===== config.mk =====
export PLATFORM = sky130hd
export DESIGN_NAME = next_prime_search
export DESIGN_NICKNAME = d
export VERILOG_FILES = /design/src/rtl/npsrch_pkg.sv /design/src/rtl/npsrch_div.sv /design/src/rtl/next_prime_search.sv
export SDC_FILE = /design/constraint.sdc
export NUM_CORES = 1
export LEC_CHECK = 0
export BUFFER_PORTS_ARGS = -buffer_cell sky130_fd_sc_hd__buf_2
export CORE_MARGIN = 4
export CORE_UTILIZATION = 62
export DETAILED_ROUTE_END_ITERATION = 8
export MAX_ROUTING_LAYER = met4
export PLACE_DENSITY = 0.92
export SLEW_MARGIN = 20
export SYNTH_ARGS = -nofsm -noshare
export SYNTH_HDL_FRONTEND = slang
export SYNTH_SLANG_ARGS = --single-unit

===== constraint.sdc =====
create_clock -name i_clk -period 4.8 [get_ports i_clk]
set_clock_uncertainty 0.05 [all_clocks]
set_input_delay 0 -clock i_clk [delete_from_list [all_inputs] [get_ports i_clk]]
set_output_delay 0 -clock i_clk [all_outputs]
set_load 0.005 [all_outputs]

===== src/rtl/npsrch_pkg.sv =====
`timescale 1ns / 1ps
`default_nettype none
// ----------------------------------------------------------------------------
// npsrch_pkg: shared types and constants for the next prime search
// Sequencer states, the factor start and step, the smallest prime and the result field width.
// ----------------------------------------------------------------------------
package npsrch_pkg;

    localparam int OUT_WIDTH    = 32;
    localparam int FIRST_FACTOR = 3;
    localparam int FACTOR_STEP  = 2;
    localparam int SMALL_PRIME  = 2;

    typedef enum logic [2:0] {
        S_IDLE,
        S_DIV_START,
        S_DIV_WAIT,
        S_DONE
    } t_state;

endpackage
`default_nettype wire


===== src/rtl/npsrch_div.sv =====
`timescale 1ns / 1ps
`default_nettype none
// ----------------------------------------------------------------------------
// npsrch_div: shared restoring divider
// Produces quotient and remainder one bit per cycle.
// ----------------------------------------------------------------------------
module npsrch_div #(
    parameter int W = 32
) (
    input  wire logic         i_clk,
    input  wire logic         i_rst_n,
    input  wire logic         i_start,
    input  wire logic [W-1:0] i_dividend,
    input  wire logic [W-1:0] i_divisor,
    output logic              o_done,
    output logic [W-1:0]      o_quotient,
    output logic [W-1:0]      o_remainder
);

    localparam int CNT_W = $clog2(W + 1);

    logic [W-1:0]     r_rem;
    logic [W-1:0]     r_quo;
    logic [W-1:0]     r_dvs;
    logic [CNT_W-1:0] r_cnt;
    logic             r_busy;
    logic             r_done;

    logic [W:0]       shifted;
    logic [W:0]       diff;

    assign shifted = {r_rem, r_quo[W-1]};
    assign diff    = shifted - {1'b0, r_dvs};

    always_ff @(posedge i_clk) begin
        if (!i_rst_n) begin
            r_busy <= 1'b0;
            r_done <= 1'b0;
            r_cnt  <= '0;
        end else begin
            r_done <= 1'b0;
            if (i_start) begin
                r_busy <= 1'b1;
                r_cnt  <= CNT_W'(W);
            end else if (r_busy) begin
                r_cnt <= r_cnt - 1'b1;
                if (r_cnt == CNT_W'(1)) begin
                    r_busy <= 1'b0;
                    r_done <= 1'b1;
                end
            end
        end
    end

    always_ff @(posedge i_clk) begin
        if (i_start) begin
            r_rem <= '0;
            r_quo <= i_dividend;
            r_dvs <= i_divisor;
        end else if (r_busy) begin
            if (!diff[W]) begin
                r_rem <= diff[W-1:0];
                r_quo <= {r_quo[W-2:0], 1'b1};
            end else begin
                r_rem <= shifted[W-1:0];
                r_quo <= {r_quo[W-2:0], 1'b0};
            end
        end
    end

    assign o_done      = r_done;
    assign o_quotient  = r_quo;
    assign o_remainder = r_rem;

endmodule
`default_nettype wire


===== src/rtl/next_prime_search.sv =====
`timescale 1ns / 1ps
`default_nettype none
// Timing: starts of 0, 1 and 2 are answered without the divider, in the cycle
//   after the request; otherwise each trial factor takes one run of the shared
//   divider of width W (W = min(WIDTH, 32)), over all factors of all candidates tried.
// Throughput: one request at a time; the next is taken once the result leaves.
// Reset: synchronous, active low; returns to idle and drops any result held.
// ----------------------------------------------------------------------------
// next_prime_search: smallest prime at or above a start value (a start of 0 gives 0)
// Trial division of odd candidates by odd factors up to the square root,
// sequenced over one shared divider. Flags overflow when no prime fits.
// ----------------------------------------------------------------------------
module next_prime_search
    import npsrch_pkg::*;
#(
    parameter int WIDTH = 32
) (
    input  wire logic                 i_clk,
    input  wire logic                 i_rst_n,
    input  wire logic                 i_valid,
    output logic                      o_stall,
    input  wire logic [OUT_WIDTH-1:0] i_start_value,
    output logic                      o_valid,
    input  wire logic                 i_stall,
    output logic [OUT_WIDTH-1:0]      o_prime_found,
    output logic                      o_overflow
);

    localparam int CW = (WIDTH > OUT_WIDTH) ? OUT_WIDTH : WIDTH;
    localparam logic [CW-1:0] LIM = {CW{1'b1}};

    t_state        r_state, n_state;
    logic [CW-1:0] r_cand,  n_cand;
    logic [CW-1:0] r_fac,   n_fac;
    logic          r_ovf,   n_ovf;

    logic          div_start;
    logic          div_done;
    logic [CW-1:0] div_quo;
    logic [CW-1:0] div_rem;
    logic [CW-1:0] start_w;

    assign start_w = i_start_value[CW-1:0];

    npsrch_div #(
        .W (CW)
    ) u_div (
        .i_clk       (i_clk),
        .i_rst_n     (i_rst_n),
        .i_start     (div_start),
        .i_dividend  (r_cand),
        .i_divisor   (r_fac),
        .o_done      (div_done),
        .o_quotient  (div_quo),
        .o_remainder (div_rem)
    );

    always_ff @(posedge i_clk) begin
        if (!i_rst_n) begin
            r_state <= S_IDLE;
        end else begin
            r_state <= n_state;
        end
    end

    always_ff @(posedge i_clk) begin
        r_cand <= n_cand;
        r_fac  <= n_fac;
        r_ovf  <= n_ovf;
    end

    always_comb begin
        n_state   = r_state;
        n_cand    = r_cand;
        n_fac     = r_fac;
        n_ovf     = r_ovf;
        div_start = 1'b0;
        unique case (r_state)
            S_IDLE: begin
                if (i_valid) begin
                    n_ovf = 1'b0;
                    n_fac = CW'(FIRST_FACTOR);
                    if (start_w <= CW'(SMALL_PRIME)) begin
                        n_cand  = (start_w == '0) ? '0 : CW'(SMALL_PRIME);
                        n_state = S_DONE;
                    end else begin
                        n_cand  = start_w | CW'(1);
                        n_state = S_DIV_START;
                    end
                end
            end
            S_DIV_START: begin
                div_start = 1'b1;
                n_state   = S_DIV_WAIT;
            end
            S_DIV_WAIT: begin
                if (div_done) begin
                    if (r_fac > div_quo) begin
                        n_state = S_DONE;
                    end else if (div_rem == '0) begin
                        if (r_cand == LIM) begin
                            n_ovf   = 1'b1;
                            n_cand  = '0;
                            n_state = S_DONE;
                        end else begin
                            n_cand  = r_cand + CW'(FACTOR_STEP);
                            n_fac   = CW'(FIRST_FACTOR);
                            n_state = S_DIV_START;
                        end
                    end else begin
                        n_fac   = r_fac + CW'(FACTOR_STEP);
                        n_state = S_DIV_START;
                    end
                end
            end
            S_DONE: begin
                if (!i_stall) begin
                    n_state = S_IDLE;
                end
            end
            default: begin
                n_state = S_IDLE;
            end
        endcase
    end

    assign o_stall       = (r_state != S_IDLE);
    assign o_valid       = (r_state == S_DONE);
    assign o_prime_found = OUT_WIDTH'(r_cand);
    assign o_overflow    = r_ovf;

endmodule
`default_nettype wire

==> results of run 1 <==
power groups by stage:
stage          registers, µW  logic, µW  clock network [µW]
3_3_place_gp            2100       1920                   0
4_1_cts                 2090       2070                1330
6_report                2100       2130                1330
2_1_floorplan           2040       1640                   0
5_1_grt                 2130       2340                1390
3_5_place_dp            2120       2000                   0
kinds of logic after synthesis:
kind of cell	count (synthesis)	share of synthesized area, %
simple gates	409	18.3
buf+inv	120	4.92
mux	4	0.384
compound gates	263	15.3
xor+xnor	88	7.54
fa+ha+maj	69	8.35
flops	171	45.2
flip-flops by register name (all words and copies together), names as in the netlist:
signal,cells
u_div.o_done,1
o_overflow,1
o_prime_found,32
r_state,2
u_div.r_dvs,32
u_div.r_cnt,6
u_div.o_remainder,32
r_fac,32
u_div.r_busy,1
u_div.o_quotient,32
cells in the mapped netlist, types with 4 or more instances:
library cell / count / share of area (%)
buf_6: 7 / 0.76
nor2b_1: 9 / 0.54
nor3_1: 14 / 0.67
clkbuf_1: 27 / 0.97
buf_2: 5 / 0.24
o21a_1: 5 / 0.36
nor4_1: 19 / 1.1
dfxtp_1: 42 / 8.1
nand3_1: 36 / 1.7
xnor2_1: 40 / 3.4
o21ai_0: 112 / 5.4
mux2i_1: 4 / 0.38
nand2b_1: 5 / 0.30
and4_1: 5 / 0.42
a21o_1: 22 / 1.6
a21boi_0: 4 / 0.29
nor2_1: 77 / 2.8
or3_1: 10 / 0.60
nand2_1: 179 / 6.4
ha_1: 68 / 8.2
inv_1: 79 / 2.8
edfxtp_1: 129 / 37
xor2_1: 46 / 3.9
and2_1: 4 / 0.24
nand4_1: 20 / 1.2
and3_1: 17 / 1.0
a31oi_1: 28 / 1.7
a211oi_1: 6 / 0.43
o211ai_1: 6 / 0.43
a21oi_1: 44 / 2.1
metrics by stage:
stage | hold WS, ns | worst slack, ns | power (µW) | util [%] | cells
2_1_floorplan | 0.0782 | 0.744 | 3680 | - | 1124
3_3_place_gp | 0.247 | 1.42 | 4020 | 66.2 | 1386
3_5_place_dp | 0.249 | 1.28 | 4110 | 66.2 | 1386
4_1_cts | 0.0580 | 1.26 | 5480 | 71.7 | 1454
5_1_grt | 0.151 | 0.951 | 5860 | 71.7 | 1454
6_report | 0.114 | 1.24 | 5550 | 71.7 | 1454
metal layers:
layer / global-route usage (%) / vias to the layer above
met3: 5.59 / 130
met2: 53.2 / 631
met4: 15.1 / 0
met5: - / -
met1: 36.9 / 4263
li1: - / 4214
path summary, 6_finish.rpt:
check | endpoint | start
worst min-delay path | r_state[1] | i_start_value[0]
worst max-delay path | u_div.o_remainder[18] | u_div.o_quotient[31]
worst max register to register | u_div.o_remainder[18] | u_div.o_quotient[31]
worst min register to register | u_div.r_dvs[0] | r_fac[0]
layout make-up:
cell class | count | area [µm²] | area share [%]
tap | 220 | 275 | 2.32
clock inverter | 14 | 125 | 1.06
clock buffer | 18 | 429 | 3.62
multi-input combinational | 833 | 5200 | 43.9
sequential | 171 | 4720 | 39.8
inverter | 80 | 300 | 2.53
timing repair buffer | 118 | 801 | 6.76
worst reg2reg max path, cell delays in order, from the launching register on:
cell and delay, ns:
edfxtp_1 0.33, inv_1 0.07, ha_1 0.23, fa_1 0.40, and2b_1 0.23, o211ai_1 0.11
a31o_2 0.29, o21ai_2 0.26, a31oi_2 0.17, o21ai_4 0.27, xnor2_2 0.31, buf_4 0.36
mux2i_1 0.11, a211oi_1 0.28
what timing repair did:
| item | 4_1_cts | 5_1_grt |
|---|---|---|
| gates resized for setup | 0 | 0 |
| hold endpoints to repair | 41 | 0 |
| hold buffers | 36 | 0 |
==> flow_summary_export.csv, run 1 <==
group,metric,value,unit
outcome,status,"finished, final reports clean",
worst_setup_path,crit_cells,13,
power_and_ir_drop,p_leak,0.00485,µW
sta,slew_violations,0,
synth,synth_ff_type,"edfxtp_1",
worst_setup_path,cp.arrival,3.85,ns
final_layout,nets,1326,
sta,setup_viol,0,
detailed_routing,post_drt_wl_per_cell,19.1,µm
clocking,cts_max_path_buffers,2,
min_path,min_path_type,"in2reg",
final_layout,final_common_cell,"nand2_1",
detailed_routing,drt_iter0_markers,1010,
detailed_routing,viasPerCell,6.35,
detailed_routing,top_layer_used,"met4",
sta,worstMarginPinSlew,0.658,ns
power_and_ir_drop,p_int,3360,µW
floorplanning,start_util,63.1,%
detailed_routing,wl_met1,10.1,mm
final_layout,fillers,1071,
synth,synthesis.area,10400,µm²
synth,synth_edf_count,129,
placed_design,port_buffers,70,
power_and_ir_drop,power_frac_comb,38.3,%
final_layout,diodes,0,
worst_setup_path,crit_path_end_kind,"register",
floorplanning,die-height,138,µm
placed_design,placed_area,10900,µm²
global_routing,grt_max_degree,64,
final_layout,fin_area,11900,µm²
detailed_routing,wl,27.8,mm
clocking,cts_tree,"yes",
worst_setup_path,cp_data_required_time,5.09,ns
worst_setup_path,cp_top_family,"compound AO/OA/AOI/OAI gates",
clocking,path_clk_slew,0.07,ns
power_and_ir_drop,power.density,469,nW/µm²
worst_setup_path,worstPathCellList,"inv_1 > ha_1 > fa_1 > and2b_1 > o211ai_1 > a31o_2 > o21ai_2 > a31oi_2 > o21ai_4 > xnor2_2 > buf_4 > mux2i_1 > a211oi_1",
sta,tns,0,ns
detailed_routing,antenna_left,0,
global_routing,grt_antenna_before_repair,0,
sta,max_freq,281,MHz
detailed_routing,met2_wirelength,13.8,mm
worst_setup_path,path_max_fanout,17,
placed_design,place_congestion,1.03,
clocking,htreeDepth,4,
final_layout,final_cell_mix,"nand2_1 (179), edfxtp_1 (129), o21ai_0 (111), inv_1 (79), nor2_1 (76)",
floorplanning,ios,71,
synth,ys_seq_area_share,45.2,%
clocking,clockRootBuffer,"clkbuf_16",
detailed_routing,drc,0,
detailed_routing,met3_length,2.73,mm
synth,yosys_warnings,0,
worst_setup_path,rrSetupSlack,1.24,ns
synth,synth_seq_cells,171,
power_and_ir_drop,p_sw,2200,µW
clocking,cts.sinks,171,
final_layout,drive_gt1_share,10.6,%
detailed_routing,firstDrtPassIters,6,
detailed_routing,vias,9238,
sta,min_period,3.56,ns
min_path,hold_depth,6,
clocking,cts_inserted_buffers,17,
sta,hold_viol_final,0,
run,drv_cap,0,
synth,synth-async-reset-ratio,0,%
power_and_ir_drop,seq_power_share,37.9,%
worst_setup_path,crit_buf_inv,2,
global_routing,track_usage,31.7,%
floorplanning,die_area,19000,µm²
clocking,postCtsSetupBuffers,0,
final_layout,area_delta_synth_final,13.7,%
sta,maxSlewHeadroom,55.9,%
power_and_ir_drop,clkPwrFrac,23.9,%
power_and_ir_drop,ir_worst_vdd,0.000305,V
floorplanning,die_w,138,µm
global_routing,grt_pass1_wl,45.5,mm
clocking,insertion_delay,0.44,ns
power_and_ir_drop,p_sw_share,39.5,%
worst_setup_path,cp_slowest_cell,"fa_1",
floorplanning,rows,47,
placed_design,hpwl,18.1,mm
worst_setup_path,critical_path_class,"reg2reg",
synth,syn_inst,1124,
synth,syn_area_per_cell,9.28,µm²
sta,rsz0062_at_grt,"false",
worst_setup_path,r2r_cells,13,
worst_setup_path,worstSetupStartpointType,"register",
synth,synth.distinct_cells,68,
sta,fin_crit_sh,74.2,%
global_routing,grt_pass1_vias,9180,
floorplanning,fp.coreArea,16500,µm²
worst_setup_path,slowest_delay,0.40,ns
global_routing,gr-total-overflow,0,
synth,synth_nets,1229,
Power figures use the tool's default switching activity.
==> inputs of run 2 (changes only) <==
Clock period 4.8 ns to 3.31 ns, I/O delays scaled along.
==> run 2 against run 1 <==
Net effect:
- highest routed layer unchanged
- sequential share of layout area decreased by 0.98 points
- combinational power is 60% higher
- maximum frequency increased by 13%
- utilization rose by 1.8 points
- first-iteration DRC count is 1.6% lower
- global-route usage fell by 1.3 points
- via count is 1.1% lower
==> flow_summary_export.csv, run 2 (synthesized netlist as in run 1, its figures left out) <==
group,metric,value,unit
detailed_routing,wl,27.3,mm
power_and_ir_drop,p_leak,0.00501,µW
floorplanning,ios,71,
power_and_ir_drop,p_sw_share,37.8,%
detailed_routing,vias,9133,
power_and_ir_drop,ir_worst_vdd,0.000522,V
min_path,min_path_type,"in2reg",
final_layout,regArea,4720,µm²
final_layout,drive_gt1_share,12.3,%
clocking,cts_max_path_buffers,2,
power_and_ir_drop,power_frac_comb,40.3,%
placed_design,place_congestion,0.972,
floorplanning,start_util,63.1,%
final_layout,nets,1345,
detailed_routing,top_layer_used,"met4",
final_layout,final_core_util,73.5,%
worst_setup_path,critPathLaunch,"o_prime_found[5]",
global_routing,track_usage,30.4,%
power_and_ir_drop,seq_power_share,35.9,%
sta,min_period,3.15,ns
sta,max_freq,317,MHz
placed_design,dp_slack,0.0194,ns
outcome,status,"finished, final reports clean",
sta,slew_violations,0,
sta,tns,0,ns
final_layout,final_common_cell,"nand2_1",
power_and_ir_drop,p_int,5280,µW
sta,fin_ws,0.158,ns
clocking,htreeDepth,4,
worst_setup_path,cp_data_required_time,3.64,ns
min_path,hold_path_startpoint,"i_start_value[0]",
clocking,path_clk_slew,0.07,ns
detailed_routing,met2_wirelength,12.9,mm
worst_setup_path,worstPathCellList,"nand4_1 > nor3_2 > nand3_2 > or3b_1 > nor3_4 > nand3_1 > a31oi_1 > dlygate4sd3_1",
worst_setup_path,r2r-start,"o_prime_found[5]",
final_layout,diodes,0,
detailed_routing,antenna_left,0,
clocking,cts_tree,"yes",
final_layout,fillers,1059,
final_layout,final_cell_mix,"nand2_1 (179), edfxtp_1 (129), o21ai_0 (111), inv_1 (79), nor2_1 (76)",
detailed_routing,firstDrtPassIters,6,
floorplanning,fp.coreArea,16500,µm²
global_routing,grt_antenna_before_repair,0,
sta,fin_crit_sh,95.2,%
power_and_ir_drop,p_sw,3200,µW
sta,hold_viol_final,0,
sta,rsz0062_at_grt,"false",
floorplanning,rows,47,
worst_setup_path,cp_top_family,"simple AND/OR/NAND/NOR gates",
sta,maxSlewHeadroom,54.7,%
clocking,cts_inserted_buffers,17,
floorplanning,die-height,138,µm
worst_setup_path,slowest_delay,0.56,ns
final_layout,multiInputGateArea,5250,µm²
sta,worstMarginPinSlew,0.675,ns
worst_setup_path,crit_path_end_kind,"register",
final_layout,fin_area,12200,µm²
clocking,insertion_delay,0.43,ns
clocking,clockRootBuffer,"clkbuf_16",
floorplanning,die_area,19000,µm²
worst_setup_path,critical_path_class,"reg2reg",
worst_setup_path,crit_buf_inv,1,
detailed_routing,viasPerCell,6.20,
worst_setup_path,worstSetupStartpointType,"register",
power_and_ir_drop,power.density,698,nW/µm²
global_routing,grt_pass1_vias,8833,
floorplanning,die_w,138,µm
final_layout,area_delta_synth_final,16.5,%
worst_setup_path,path_max_fanout,6,
run,drv_cap,0,
global_routing,gr-total-overflow,0,
placed_design,placed_area,11100,µm²
placed_design,hpwl,18.1,mm
global_routing,grt_max_degree,60,
detailed_routing,drt_iter0_markers,994,
worst_setup_path,cp.arrival,3.48,ns
detailed_routing,drc,0,
power_and_ir_drop,power,8480,µW
detailed_routing,met3_length,2.50,mm
global_routing,grt_pass1_wl,43.9,mm
sta,setup_viol,0,
detailed_routing,wl_met1,10.7,mm
placed_design,port_buffers,70,
detailed_routing,post_drt_wl_per_cell,18.5,µm
clocking,cts.sinks,171,
power_and_ir_drop,clkPwrFrac,23.9,%
worst_setup_path,cp_slowest_cell,"dlygate4sd3_1",
run 2: cell types whose count changed in the layout (fill, tap and decap cells not counted), moves of 2 or more:
cell / previous run / this run
clkinvlp_4: 4 / 1
bufinv_16: 0 / 2
clkinv_2: 0 / 2
xnor2_2: 2 / 0
xnor2_4: 0 / 2
buf_6: 0 / 2
buf_4: 12 / 23
buf_12: 0 / 4
run 2: power groups by stage:
stage | clock network [µW] | logic, µW | registers, µW
final | 2020 | 3410 | 3040
after CTS | 2030 | 3150 | 3020
after global routing | 2130 | 3730 | 3080
after global placement | 0 | 2970 | 3050
after floorplan | 0 | 2380 | 2960
after detailed placement | 0 | 3050 | 3070
run 2: metal layers:
| layer | vias up | track usage, % |
|---|---|---|
| li1 | 4252 | - |
| met1 | 4189 | 37.1 |
| met2 | 575 | 48.6 |
| met3 | 117 | 6.50 |
| met4 | 0 | 13.9 |
| met5 | - | - |
run 2: final cells by class:
class	count	share of cell area [%]
sequential	171	38.8
clock buffer	18	3.53
tap	220	2.27
timing repair buffer	137	8.40
clock inverter	14	1.29
inverter	80	2.47
multi-input combinational	833	43.2
run 2: path summary, 6_finish.rpt:
path,to,slack [ns],cells past startpoint
hold / removal,o_prime_found[0],0.17,5
setup reg to reg,r_state[1],0.16,8
setup / recovery,r_state[1],0.16,8
hold reg to reg,u_div.r_dvs[0],0.45,0
run 2: metrics by stage:
step | hold slack (ns) | std cells
after global placement | 0.247 | 1402
after detailed placement | 0.252 | 1402
after global routing | 0.174 | 1473
after floorplan | 0.0782 | 1124
final | 0.171 | 1473
after CTS | 0.0992 | 1471
run 2: worst min-delay path: cells and delay by family:
family,cells,cell delay [ns]
buffers and inverters,1,0.09
AND/OR/NAND/NOR,4,0.40
run 2: repair_timing:
item	4_1_cts	5_1_grt
setup buffers	0	1
endpoints found under the hold margin	41	0
gates cloned	0	1
pin swaps	0	3
hold buffers	37	0
endpoints found under the setup margin	1	54
gates resized for setup	1	7
